`src/sv/ppm_pulse_train_generator_unit_macros.svh`:
```
// Assertion macros for the PPM pulse train generator.
// Included by files that carry concurrent assertions; no other dependencies.
`ifndef PPM_PULSE_TRAIN_GENERATOR_UNIT_MACROS_SVH
`define PPM_PULSE_TRAIN_GENERATOR_UNIT_MACROS_SVH
`ifndef SYNTHESIS
`define PPM_ASSERT_IMPLIES(label, clk, rst_n, ante, cons, msg) \
    label: assert property (@(posedge clk) disable iff (!rst_n) (ante) |-> (cons)) \
        else $error(msg);
`define PPM_ASSERT_NEXT(label, clk, rst_n, ante, cons, msg) \
    label: assert property (@(posedge clk) disable iff (!rst_n) (ante) |=> (cons)) \
        else $error(msg);
`else
`define PPM_ASSERT_IMPLIES(label, clk, rst_n, ante, cons, msg)
`define PPM_ASSERT_NEXT(label, clk, rst_n, ante, cons, msg)
`endif
`endif

```
`src/sv/ppm_ptg_pkg.sv`:
```
// Shared types and constants of the PPM pulse train generator.
// No dependencies; used by the interfaces and all modules.
package ppm_ptg_pkg;

    localparam int CH_IDX_W  = 4;
    localparam int VAL_W     = 15;
    localparam int GAP_W     = 12;
    localparam int CNT_W     = 5;
    localparam int CFG_IDX_W = 1;

    localparam logic [GAP_W-1:0] RESET_GAP      = 12'd300;
    localparam logic [VAL_W-1:0] RESET_LEAD     = 15'd350;
    localparam int               RESET_CHANNELS = 6;

    localparam logic OP_TICK  = 1'b0;
    localparam logic OP_WRITE = 1'b1;

    localparam logic [CFG_IDX_W-1:0] CFG_GAP  = 1'b0;
    localparam logic [CFG_IDX_W-1:0] CFG_LEAD = 1'b1;

    typedef enum logic [2:0] {
        CMD_TICK       = 3'b001,
        CMD_WRITE      = 3'b010,
        CMD_WRITE_LAST = 3'b100
    } t_cmd_kind;

    typedef struct packed {
        logic                operation;
        logic [CH_IDX_W-1:0] channel_index;
        logic [VAL_W-1:0]    channel_value;
        logic                last_of_write;
    } t_in_item;

    typedef struct packed {
        logic pin_level;
        logic frame_busy;
        logic slot_end;
    } t_out_item;

    typedef struct packed {
        t_cmd_kind           kind;
        logic                store_en;
        logic [CH_IDX_W-1:0] channel_index;
        logic [VAL_W-1:0]    channel_value;
        logic [CNT_W-1:0]    count;
    } t_cmd;

endpackage

```
`src/sv/ppm_ptg_in_if.sv`:
```
// Input channel of the PPM pulse train generator: valid, ready and one item.
// Depends on ppm_ptg_pkg.
interface ppm_ptg_in_if import ppm_ptg_pkg::*; ();
    logic     valid;
    logic     ready;
    t_in_item data;

    modport source (output valid, output data, input ready);
    modport sink (input valid, input data, output ready);
endinterface

```
`src/sv/ppm_ptg_out_if.sv`:
```
// Result channel of the PPM pulse train generator: valid, ready and one result.
// Depends on ppm_ptg_pkg.
interface ppm_ptg_out_if import ppm_ptg_pkg::*; ();
    logic      valid;
    logic      ready;
    t_out_item data;

    modport source (output valid, output data, input ready);
    modport sink (input valid, input data, output ready);
endinterface

```
`src/sv/ppm_pulse_train_generator_unit.sv`:
```
// PPM pulse train generator top level: front end with a two-entry command queue, back end.
// Depends on ppm_ptg_pkg, the channel interfaces, ppm_ptg_front and ppm_ptg_back.
// An item passes through the command queue and then the result register before its result can transfer.
// Throughput: one item per cycle while the result channel is not stalled; the back end updates the slot per command.
// Reset (synchronous, active low) clears the stores, loads gap 300, lead 350, six channels.
`include "ppm_pulse_train_generator_unit_macros.svh"
module ppm_pulse_train_generator_unit import ppm_ptg_pkg::*; #(
    parameter int MAX_CHANNELS = 16
) (
    input  logic                 i_clk,
    input  logic                 i_rst_n,
    input  logic                 i_cfg_we,
    input  logic [CFG_IDX_W-1:0] i_cfg_idx,
    input  logic [VAL_W-1:0]     i_cfg_wdata,
    ppm_ptg_in_if.sink           i_in,
    ppm_ptg_out_if.source        o_out
);

    logic q_valid;
    t_cmd q_cmd;
    logic q_pop;

    ppm_ptg_front #(
        .MAX_CHANNELS(MAX_CHANNELS)
    ) u_front (
        .i_clk    (i_clk),
        .i_rst_n  (i_rst_n),
        .i_in     (i_in),
        .o_q_valid(q_valid),
        .o_q_cmd  (q_cmd),
        .i_q_pop  (q_pop)
    );

    ppm_ptg_back #(
        .MAX_CHANNELS(MAX_CHANNELS)
    ) u_back (
        .i_clk      (i_clk),
        .i_rst_n    (i_rst_n),
        .i_cfg_we   (i_cfg_we),
        .i_cfg_idx  (i_cfg_idx),
        .i_cfg_wdata(i_cfg_wdata),
        .i_q_valid  (q_valid),
        .i_q_cmd    (q_cmd),
        .o_q_pop    (q_pop),
        .o_out      (o_out)
    );

    `PPM_ASSERT_IMPLIES(a_pop_needs_entry, i_clk, i_rst_n, q_pop, q_valid,
        "queue popped while empty")
    `PPM_ASSERT_IMPLIES(a_no_pop_on_stall, i_clk, i_rst_n, o_out.valid && !o_out.ready,
        !q_pop, "command executed while result stalled")
    `PPM_ASSERT_NEXT(a_transfer_queued, i_clk, i_rst_n, i_in.valid && i_in.ready,
        q_valid, "transferred item missing from queue")
    `PPM_ASSERT_IMPLIES(a_idle_pin_high, i_clk, i_rst_n,
        o_out.valid && !o_out.data.frame_busy, o_out.data.pin_level, "pin low while idle")

endmodule

```
`src/sv/ppm_ptg_front.sv`:
```
// Front end: accepts input items, classifies them into commands and queues them.
// Depends on ppm_ptg_pkg and ppm_ptg_in_if.
module ppm_ptg_front import ppm_ptg_pkg::*; #(
    parameter int MAX_CHANNELS = 16
) (
    input  logic         i_clk,
    input  logic         i_rst_n,
    ppm_ptg_in_if.sink   i_in,
    output logic         o_q_valid,
    output t_cmd         o_q_cmd,
    input  logic         i_q_pop
);

    t_cmd             cls_cmd;
    logic [CNT_W-1:0] cnt_raw;
    logic             push;

    t_cmd       r_mem [2];
    logic       r_wp;
    logic       r_rp;
    logic [1:0] r_cnt;
    logic [1:0] n_cnt;

    always_comb begin
        cnt_raw = {1'b0, i_in.data.channel_index} + CNT_W'(1);
        cls_cmd.channel_index = i_in.data.channel_index;
        cls_cmd.channel_value = i_in.data.channel_value;
        cls_cmd.store_en      = int'(i_in.data.channel_index) < MAX_CHANNELS;
        cls_cmd.count         = (int'(cnt_raw) > MAX_CHANNELS) ? CNT_W'(MAX_CHANNELS) : cnt_raw;
        if (i_in.data.operation == OP_WRITE) begin
            cls_cmd.kind = i_in.data.last_of_write ? CMD_WRITE_LAST : CMD_WRITE;
        end else begin
            cls_cmd.kind = CMD_TICK;
        end
    end

    assign i_in.ready = (r_cnt != 2'd2);
    assign push       = i_in.valid && i_in.ready;
    assign o_q_valid  = (r_cnt != 2'd0);
    assign o_q_cmd    = r_mem[r_rp];

    always_comb begin
        n_cnt = r_cnt;
        if (push && !i_q_pop) begin
            n_cnt = r_cnt + 2'd1;
        end else if (!push && i_q_pop) begin
            n_cnt = r_cnt - 2'd1;
        end
    end

    always_ff @(posedge i_clk) begin
        if (!i_rst_n) begin
            r_wp  <= 1'b0;
            r_rp  <= 1'b0;
            r_cnt <= 2'd0;
        end else begin
            r_cnt <= n_cnt;
            if (push) begin
                r_wp <= ~r_wp;
            end
            if (i_q_pop) begin
                r_rp <= ~r_rp;
            end
        end
    end

    always_ff @(posedge i_clk) begin
        if (push) begin
            r_mem[r_wp] <= cls_cmd;
        end
    end

endmodule

```
`src/sv/ppm_ptg_back.sv`:
```
// Back end: channel store, frame snapshot, slot timing and the result register.
// Depends on ppm_ptg_pkg and ppm_ptg_out_if.
module ppm_ptg_back import ppm_ptg_pkg::*; #(
    parameter int MAX_CHANNELS = 16
) (
    input  logic                 i_clk,
    input  logic                 i_rst_n,
    input  logic                 i_cfg_we,
    input  logic [CFG_IDX_W-1:0] i_cfg_idx,
    input  logic [VAL_W-1:0]     i_cfg_wdata,
    input  logic                 i_q_valid,
    input  t_cmd                 i_q_cmd,
    output logic                 o_q_pop,
    ppm_ptg_out_if.source        o_out
);

    localparam int AW = $clog2(MAX_CHANNELS + 1);
    localparam int SW = (MAX_CHANNELS > 1) ? $clog2(MAX_CHANNELS) : 1;
    localparam logic [AW-1:0] ACT_RESET =
        AW'((RESET_CHANNELS < MAX_CHANNELS) ? RESET_CHANNELS : MAX_CHANNELS);

    logic [GAP_W-1:0] r_gap;
    logic [VAL_W-1:0] r_lead;
    logic [VAL_W-1:0] r_store [MAX_CHANNELS];
    logic [VAL_W-1:0] r_snap  [MAX_CHANNELS];
    logic [AW-1:0]    r_active;
    logic [AW-1:0]    r_slot;
    logic [VAL_W-1:0] r_tick;
    logic             r_busy;
    logic             r_out_valid;
    t_out_item        r_out;

    logic [VAL_W-1:0] n_store [MAX_CHANNELS];
    logic [VAL_W-1:0] n_snap  [MAX_CHANNELS];
    logic [AW-1:0]    n_active;
    logic [AW-1:0]    n_slot;
    logic [VAL_W-1:0] n_tick;
    logic             n_busy;
    t_out_item        n_out;

    logic             pop;
    logic             tick_done;
    logic             pin_now;
    logic             pin_inc;
    logic [VAL_W-1:0] next_len;
    logic [VAL_W-1:0] cur_len;
    logic [AW-1:0]    slot_prev;
    logic [VAL_W:0]   gap_ext;

    assign pop     = i_q_valid && (!r_out_valid || o_out.ready);
    assign o_q_pop = pop;

    assign o_out.valid = r_out_valid;
    assign o_out.data  = r_out;

    assign slot_prev = r_slot - AW'(1);
    assign cur_len   = (r_slot == '0) ? r_lead : r_snap[slot_prev[SW-1:0]];
    assign gap_ext   = {{(VAL_W + 1 - GAP_W){1'b0}}, r_gap};
    assign tick_done = (r_tick >= cur_len);
    assign pin_now   = ({1'b0, r_tick} + gap_ext) < {1'b0, cur_len};
    assign pin_inc   = ({1'b0, r_tick} + (VAL_W + 1)'(1) + gap_ext) < {1'b0, cur_len};
    assign next_len  = r_snap[r_slot[SW-1:0]];

    always_comb begin
        n_store  = r_store;
        n_snap   = r_snap;
        n_active = r_active;
        n_slot   = r_slot;
        n_tick   = r_tick;
        n_busy   = r_busy;
        n_out.pin_level  = 1'b1;
        n_out.frame_busy = r_busy;
        n_out.slot_end   = 1'b0;

        for (int i = 0; i < MAX_CHANNELS; i++) begin
            if (i_q_cmd.store_en && ({1'b0, i_q_cmd.channel_index} == CNT_W'(i))) begin
                n_store[i] = i_q_cmd.channel_value;
            end
        end

        case (i_q_cmd.kind)
            CMD_TICK: begin
                n_store = r_store;
                if (r_busy) begin
                    if (tick_done) begin
                        n_out.slot_end = 1'b1;
                        n_tick = '0;
                        if (r_slot >= r_active) begin
                            n_busy = 1'b0;
                            n_slot = '0;
                            n_out.pin_level = 1'b1;
                        end else begin
                            n_slot = r_slot + AW'(1);
                            n_out.pin_level = {1'b0, next_len} > gap_ext;
                        end
                    end else begin
                        n_tick = r_tick + VAL_W'(1);
                        n_out.pin_level = pin_inc;
                    end
                end
            end
            CMD_WRITE: begin
                n_out.pin_level = r_busy ? pin_now : 1'b1;
            end
            CMD_WRITE_LAST: begin
                n_active = AW'(i_q_cmd.count);
                if (r_busy) begin
                    n_out.pin_level = pin_now;
                end else begin
                    n_snap = n_store;
                    n_slot = '0;
                    n_tick = '0;
                    n_busy = 1'b1;
                    n_out.pin_level = {1'b0, r_lead} > gap_ext;
                end
            end
            default: begin
                n_store = r_store;
            end
        endcase
        n_out.frame_busy = n_busy;
    end

    always_ff @(posedge i_clk) begin
        if (!i_rst_n) begin
            r_gap  <= RESET_GAP;
            r_lead <= RESET_LEAD;
        end else if (i_cfg_we) begin
            case (i_cfg_idx)
                CFG_GAP: begin
                    r_gap <= i_cfg_wdata[GAP_W-1:0];
                end
                CFG_LEAD: begin
                    r_lead <= i_cfg_wdata;
                end
                default: begin
                    r_gap <= r_gap;
                end
            endcase
        end
    end

    always_ff @(posedge i_clk) begin
        if (!i_rst_n) begin
            for (int i = 0; i < MAX_CHANNELS; i++) begin
                r_store[i] <= '0;
                r_snap[i]  <= '0;
            end
            r_active <= ACT_RESET;
            r_slot   <= '0;
            r_tick   <= '0;
            r_busy   <= 1'b0;
        end else if (pop) begin
            r_store  <= n_store;
            r_snap   <= n_snap;
            r_active <= n_active;
            r_slot   <= n_slot;
            r_tick   <= n_tick;
            r_busy   <= n_busy;
        end
    end

    always_ff @(posedge i_clk) begin
        if (!i_rst_n) begin
            r_out_valid <= 1'b0;
        end else if (pop) begin
            r_out_valid <= 1'b1;
        end else if (o_out.ready) begin
            r_out_valid <= 1'b0;
        end
    end

    always_ff @(posedge i_clk) begin
        if (pop) begin
            r_out <= n_out;
        end
    end

endmodule

```
`src/flat_wrapper.sv`:
```
// flat-port wrapper written by rule: the top's interface ports become plain ports
module ppm_pulse_train_generator_unit_flat import ppm_ptg_pkg::*;
#(
    parameter int MAX_CHANNELS = 16
)
  (i_clk, i_rst_n, i_cfg_we, i_cfg_idx, i_cfg_wdata, i_in_valid, i_in_data, i_in_ready, o_out_valid, o_out_data, o_out_ready);
  ppm_ptg_in_if i_in_i ();
  ppm_ptg_out_if o_out_i ();
  input  logic i_clk;
  input  logic i_rst_n;
  input  logic i_cfg_we;
  input  logic [CFG_IDX_W-1:0] i_cfg_idx;
  input  logic [VAL_W-1:0] i_cfg_wdata;
  input wire logic [$bits(i_in_i.valid)-1:0] i_in_valid;
  input wire logic [$bits(i_in_i.data)-1:0] i_in_data;
  output wire logic [$bits(i_in_i.ready)-1:0] i_in_ready;
  output wire logic [$bits(o_out_i.valid)-1:0] o_out_valid;
  output wire logic [$bits(o_out_i.data)-1:0] o_out_data;
  input wire logic [$bits(o_out_i.ready)-1:0] o_out_ready;
  assign i_in_i.valid = i_in_valid;
  assign i_in_i.data = i_in_data;
  assign i_in_ready = i_in_i.ready;
  assign o_out_valid = o_out_i.valid;
  assign o_out_data = o_out_i.data;
  assign o_out_i.ready = o_out_ready;
  ppm_pulse_train_generator_unit #(.MAX_CHANNELS(MAX_CHANNELS)) u_core (.i_clk(i_clk), .i_rst_n(i_rst_n), .i_cfg_we(i_cfg_we), .i_cfg_idx(i_cfg_idx), .i_cfg_wdata(i_cfg_wdata), .i_in(i_in_i), .o_out(o_out_i));
endmodule
```
`config.mk`:
```
export PLATFORM = sky130hd
export DESIGN_NAME = ppm_pulse_train_generator_unit_flat
export DESIGN_NICKNAME = d
export VERILOG_FILES = /design/src/sv/ppm_ptg_pkg.sv /design/src/sv/ppm_ptg_in_if.sv /design/src/sv/ppm_ptg_out_if.sv /design/src/sv/ppm_pulse_train_generator_unit.sv /design/src/sv/ppm_ptg_front.sv /design/src/sv/ppm_ptg_back.sv /design/src/flat_wrapper.sv
export VERILOG_INCLUDE_DIRS = /design/src /design/src/sv
export SDC_FILE = /design/constraint.sdc
export NUM_CORES = 2
export LEC_CHECK = 0
export ABC_CLOCK_PERIOD_IN_PS = 7850
export BUFFER_PORTS_ARGS = -buffer_cell sky130_fd_sc_hd__buf_2
export CAP_MARGIN = 40
export CORE_ASPECT_RATIO = 0.8
export CORE_MARGIN = 10
export CORE_UTILIZATION = 55
export DETAILED_ROUTE_END_ITERATION = 16
export GPL_TIMING_DRIVEN = 0
export PLACE_DENSITY_LB_ADDON = 0.3
export SETUP_SLACK_MARGIN = 0.2
export SLEW_MARGIN = 20
export SYNTH_ARGS = -nofsm -noshare
export SYNTH_HDL_FRONTEND = slang
export SYNTH_SLANG_ARGS = --single-unit
```
`constraint.sdc`:
```
create_clock -name i_clk -period 7.85 [get_ports i_clk]
set_input_delay 2.355 -clock i_clk [delete_from_list [all_inputs] [get_ports i_clk]]
set_output_delay 2.355 -clock i_clk [all_outputs]
set_load 0.005 [all_outputs]
```
# Word level (Yosys, flattened, before mapping)
# Memory sizes are Yosys's and may differ from the RTL's. A register that Yosys moved wholly into a read port is not among the register bits.
# Index checks and enable logic that the tools add are counted.
word_totals:
  ff_bits: 541
  ram_bits: 54
  input_bits: 42
  output_inout_bits: 5
  wordCells: 185
  mem_count: 1
memory_table:
  columns: ["name", "words", "word_bits", "rd", "rd_ports_with_merged_regs", "write_ports", "line", "rtl"]
  rows:
  - ["u_core.u_front.r_mem", 2, 27, 1, 1, 1, "ppm_ptg_front.sv:18", "t_cmd r_mem [2];"]
classes:
  n_addsub: 9
  n_lt_le_gt_ge: 9
  eq_ne: 22
  muxes: 54
  n_bitwise: 6
  n_reduce_logical: 39
op_table:
  columns: ["operator", "n"]
  rows:
  - ["$mux 15", 24]
  - ["$bmux 15 s4", 2]
  - ["$eq 4x4->1 const B", 8]
  - ["$lt 16x15->1", 2]
  - ["$gt 15x12->1", 2]
  - ["$pmux 15 s2", 1]
  - ["$mux 5", 5]
  - ["$add 15x1->16 const B", 1]
  - ["$add 15x12->16", 1]
  - ["$add 16x12->16", 1]
  - ["$eq 4x3->1 const B", 4]
  - ["$logic_and 1x1->1 const A", 16]
  - ["$add 15x1->15 const B", 1]
  - ["$ge 15x15->1", 1]
  - ["$mux 1", 15]
  - ["$ge 5x5->1 const B", 2]
  - ["$not 4->5", 2]
  - ["$pmux 5 s2", 1]
  - ["$reduce_and 2->1", 5]
  - ["$eq 4x2->1 const B", 2]
  - ["$ne 2x2->1 const B", 4]
  - ["$reduce_bool 2->1", 4]
  - ["$mux 3", 2]
  - ["$add 4x1->5 const B", 1]
  - ["23 further kinds", 32]

# Longest topological paths before layout
logic_depth:
  word_depth: 10
  ltp_mapped: 22
  depth_no_buf: 17

# Hierarchy
# From an unflattened synthesis, not the netlist that was laid out.
unflattened:
  cells_unflattened: 3297
  hier_area_um2: 31066.0
by_module_without_submodules:
  columns: ["mod", "n_inst", "cells_per_inst", "area_each_um2", "seq_area_each_um2"]
  rows:
  - ["ppm_ptg_back", 1, 3175, 28797.6, 10780.3]
  - ["ppm_ptg_front", 1, 122, 2268.4, 1721.7]

# Worst setup path before layout
# No wires, ideal clock.
synth_path:
  kind: "reg-to-reg"
  start: "reg u_core.u_back.r_slot[1]"
  end: "reg u_core.u_back.r_out, in the netlist u_core.u_back.o_out.data[2] (data pin)"
  setup_time_ps: 269
  arrival_ps: 5715
  t_required_ps: 7581
  path_slack_ps: 1866
  path_stages_with_launch: 22
  n_path_buf: 7
  synth_period_minus_slack_ps: 5984
  cell_sequence: "dfxtp_1 clkbuf_1 buf_2 buf_1 clkbuf_1 inv_1 ha_1 clkbuf_1 buf_1 clkbuf_1 mux4_2 a211oi_1 a211oi_1 a21oi_1 ha_1 nor2b_1 o31ai_1 a21oi_1 o311ai_1 nand2_1 a221oi_1 o32ai_1"
synth_lines:
  columns: ["element", "line", "rtl"]
  rows:
  - ["start: declaration", "ppm_ptg_back.sv:27", "logic [AW-1:0] r_slot;"]
  - ["start signal: assignment", "ppm_ptg_back.sv:157", "r_slot <= n_slot;"]
  - ["end signal: assignment", "ppm_ptg_back.sv:175", "r_out <= n_out;"]
  - ["end: declaration", "ppm_ptg_back.sv:31", "t_out_item r_out;"]

==> flow_metrics.py <==
metrics = {
    "yosys": {
        "netlist_instances": 3266,
        "syn_nets": 3401,
        "ys_seq_elements": 596,
        "syn_area_um2": 29400,
        "synth-simple-area-share_pct": 14.5,
        "synth_xor_area_share_pct": 1.07,
        "synth_fa_ha_area_share_pct": 4.01,
        "synth_top_family_by_area": "compound AO/OA/AOI/OAI gates",
        "avgSynthCellArea_um2": 9.01,
        "synth_compound_area_share_pct": 22.2,
        "synth-edff-count": 57,
        "ys_warn_count": 0,
        "synth_mux_area_share_pct": 10.5,
        "ys.flop_type": "dfxtp_1",
        "synth-async-reset-ratio_pct": 0,
        "seq_area_frac_synth_pct": 42.5,
        "synth_cell_types": 71,
    },
    "clock_network": {
        "clkTransAtPathRegs_ns": 0.07,
        "cts_sinks": 596,
        "cts_root_buf": "clkbuf_16",
        "post_cts_buffers": 0,
        "htree_levels": 2,
        "numCtsBuffers": 57,
        "cts.path.max_buffers": 3,
        "cts_tree": "built",
        "clk_latency_ns": 0.65,
        "ctsHoldBuffers": 0,
    },
    "pwr": {
        "power.share.sequential_pct": 39.7,
        "p_per_area_nw_per_um2": 253,
        "combPwrFrac_pct": 26.4,
        "p_sw_share_pct": 36.1,
        "pwr-share-clk_pct": 33.9,
        "p_int_mw": 5.32,
        "vdd_ir_drop_max_uv": 212,
        "switchingPower_mw": 3.01,
        "p_leak_nw": 10.8,
    },
    "global_routing": {
        "grt_antenna_before_repair": 8,
        "grt_pass1_wl_um": 173000,
        "grt_max_degree": 28,
        "grt-ovfl-total": 0,
        "grt_pass1_vias": 26100,
        "grt_use_total_pct": 37.1,
    },
    "floorplanning": {
        "pin_count": 47,
        "die_y_um": 227,
        "core_area_um2": 52600,
        "fp.dieW_um": 279,
        "rows": 75,
        "start_util_pct": 55.9,
        "dieArea_um2": 63200,
    },
    "run": {
        "maxCapViolCount": 0,
    },
    "place": {
        "post-place-ws_ns": -0.899,
        "hpwl_um": 90800,
        "io_buffers": 45,
        "gp_congestion": 1.06,
    },
    "setup_path": {
        "slowest_stage": "o311ai_2",
        "reg2reg_from": "u_core.u_back.r_slot[1]$_SDFFE_PN0P_",
        "crit_family": "buffers and inverters",
        "cp.required_ns": 8.18,
        "r2r_setup_slack_ns": 0.34,
        "r2r_end": "u_core.u_back.o_out.data[2]$_DFFE_PP_",
        "cp_cell_sequence": "clkbuf_1, clkbuf_4, clkbuf_2, inv_1, ha_1, clkbuf_1, buf_1, buf_6, clkbuf_2, mux4_2, mux2i_1, a211oi_1, a21oi_1, ha_1, o21a_1, o31ai_1, a21oi_1, o311ai_2, nand2_1, a2111oi_0, o32ai_1",
        "path_buf_inv": 8,
        "critPathArrivalTime_ns": 7.83,
        "cp-start-kind": "flip-flop",
        "slowest_delay_ns": 0.59,
        "crit_fanout": 19,
        "startpoint": "u_core.u_back.r_slot[1]$_SDFFE_PN0P_",
        "cp-end-kind": "flip-flop",
        "rr_worst_depth": 21,
        "critical_path_class": "reg -> reg",
    },
    "min_path": {
        "hold_end": "u_core.u_back.r_snap[89]$_SDFFE_PN0P_",
        "hp-start": "u_core.u_back.r_snap[89]$_SDFFE_PN0P_",
        "hp-class": "reg -> reg",
        "holdPathStages": 2,
    },
    "timing": {
        "finalSetupTns_ns": 0,
        "finalClockSkew_ns": 0.0213,
        "hold_viol": 0,
        "slew_viol_final": 0,
        "rsz0062_at_grt": "false",
        "maxSlewHeadroom_pct": 26.3,
        "max_freq_mhz": 133,
        "setup-violations-final": 0,
        "min_period_ns": 7.51,
        "fin_crit_sh_pct": 95.6,
        "worstMarginPinSlew_ns": 1.09,
        "setup_ws_ns": 0.342,
    },
    "routing": {
        "drcViolationCount": 0,
        "drtPass1Iterations": 8,
        "drt_wl_total_um": 121000,
        "via_per_inst": 6.77,
        "vias": 28100,
        "drt-initial-drc-count": 3785,
        "ant_nets": 0,
        "wire_per_inst_um": 29.1,
    },
    "final_layout": {
        "synthToLayoutAreaGrowth_pct": 12.1,
        "fill_cells": 4398,
        "drive_above_1_share_pct": 12.0,
        "nNetsFinal": 3543,
    },
    "outcome": {
        "status": "finished clean",
    },
}
-- worst max-delay path by stage --
stage / endpoint / slack (ns) / cells after the start
6_report: u_core.u_back.o_out.data[2]$_DFFE_PP_ / 0.34 / 21
5_1_grt: u_core.u_back.o_out.data[2]$_DFFE_PP_ / 0.20 / 21
4_1_cts: u_core.u_back.o_out.data[2]$_DFFE_PP_ / 0.21 / 21
3_5_place_dp: u_core.u_back.o_out.data[2]$_DFFE_PP_ / -0.90 / 20
3_3_place_gp: u_core.u_back.o_out.data[2]$_DFFE_PP_ / -0.87 / 21
2_1_floorplan: u_core.u_back.o_out.data[2]$_DFFE_PP_ / 1.87 / 21
-- sequential cells by signal, indices dropped and copies added (netlist names), 5 cells and up, named ones only --
name                    count
u_core.u_back.r_tick       15
u_core.u_back.r_slot        5
u_core.u_back.r_lead       15
u_core.u_back.r_gap        12
u_core.u_back.r_store     240
u_core.u_back.r_active      5
u_core.u_front.r_mem       54
u_core.u_back.r_snap      240
-- cells in the mapped netlist (23+ instances only) --
| library cell | number | area share [%] |
|---|---|---|
| ha_1 | 91 | 3.9 |
| a21oi_1 | 327 | 5.6 |
| dfxtp_1 | 539 | 37 |
| o211ai_1 | 248 | 6.3 |
| nand3_1 | 31 | 0.53 |
| buf_4 | 23 | 0.59 |
| nor3_1 | 33 | 0.56 |
| o21ai_0 | 30 | 0.51 |
| clkbuf_1 | 246 | 3.1 |
| xnor2_1 | 23 | 0.68 |
| inv_1 | 45 | 0.57 |
| nor2_1 | 306 | 3.9 |
| a211oi_1 | 276 | 7.0 |
| mux4_2 | 121 | 9.3 |
| nand2_1 | 567 | 7.2 |
| mux2i_1 | 36 | 1.2 |
| edfxtp_1 | 57 | 5.8 |
| buf_2 | 42 | 0.71 |
-- worst min-delay path, cell delays in order, from the launching register on --
cell     delay, ns
dfxtp_1       0.32
nand2_1       0.06
a21oi_1       0.05
-- repair_timing --
item                                    in CTS  in global routing
endpoints found under the setup margin      24                 20
endpoints found under the hold margin        0                  0
resized for setup                            5                 10
-- cells by family after synthesis --
kind of cell | count (synthesis)
simple gates | 1039
compound gates | 978
flops | 596
buf+inv | 366
mux | 158
fa+ha+maj | 93
xor+xnor | 36
-- stage by stage --
step / std cells / util (%) / area (um2) / power, mW / hold WS [ns]
2_1_floorplan: 3266 / - / 29400 / 4.37 / 0.439
3_3_place_gp: 4004 / 57.9 / 30500 / 5.24 / 0.449
3_5_place_dp: 4035 / 58.8 / 30900 / 5.41 / 0.458
4_1_cts: 4139 / 62.4 / 32900 / 8.17 / 0.468
5_1_grt: 4147 / 62.6 / 33000 / 8.47 / 0.491
6_report: 4149 / 62.6 / 33000 / 8.34 / 0.472
-- power by group through the flow --
stage | sequential, mW | clock (mW) | combinational (mW)
4_1_cts | 3.30 | 2.82 | 2.05
5_1_grt | 3.31 | 2.93 | 2.23
3_3_place_gp | 3.36 | 0 | 1.88
6_report | 3.31 | 2.83 | 2.20
2_1_floorplan | 3.34 | 0 | 1.04
3_5_place_dp | 3.37 | 0 | 2.04
-- metal layers --
metal | share of wire, % | global-route usage, % | up-vias
li1 | - | - | 12200
met4 | 5.3 | 18.0 | 12
met3 | 14 | 12.7 | 399
met2 | 42 | 54.8 | 1918
met1 | 39 | 48.1 | 13500
met5 | 0.089 | 0 | -
-- layout by cell type, fill, tap and decap left out, types with 16 or more instances in the layout --
master	count
clkbuf_16	57
nand4_1	16
a21o_1	22
dfxtp_1	539
mux2i_1	35
buf_4	23
nor3_1	33
buf_6	22
and2_1	16
nor4_1	17
clkbuf_1	227
buf_2	86
inv_1	45
clkbuf_2	35
o211ai_1	248
ha_1	91
nand3_1	31
o21ai_0	30
edfxtp_1	57
mux4_2	121
a211oi_1	276
nor2_1	305
a21oi_1	323
nand2_1	567
xnor2_1	23
-- layout make-up --
cell class                      count  area [um2]  share of cell area [%]
Multi-Input combinational cell   2304       15400                    46.8
Sequential cell                   596       12500                    37.9
Clock buffer                       83        1660                    5.02
Buffer                            318        1370                    4.17
Tap cell                          693         867                    2.63
Timing Repair Buffer               84         699                    2.12
Clock inverter                     22         244                   0.740
Inverter                           47         176                   0.535
Antenna cell                        2        5.00                  0.0152
Note: power is estimated with default switching activity, not from simulation.
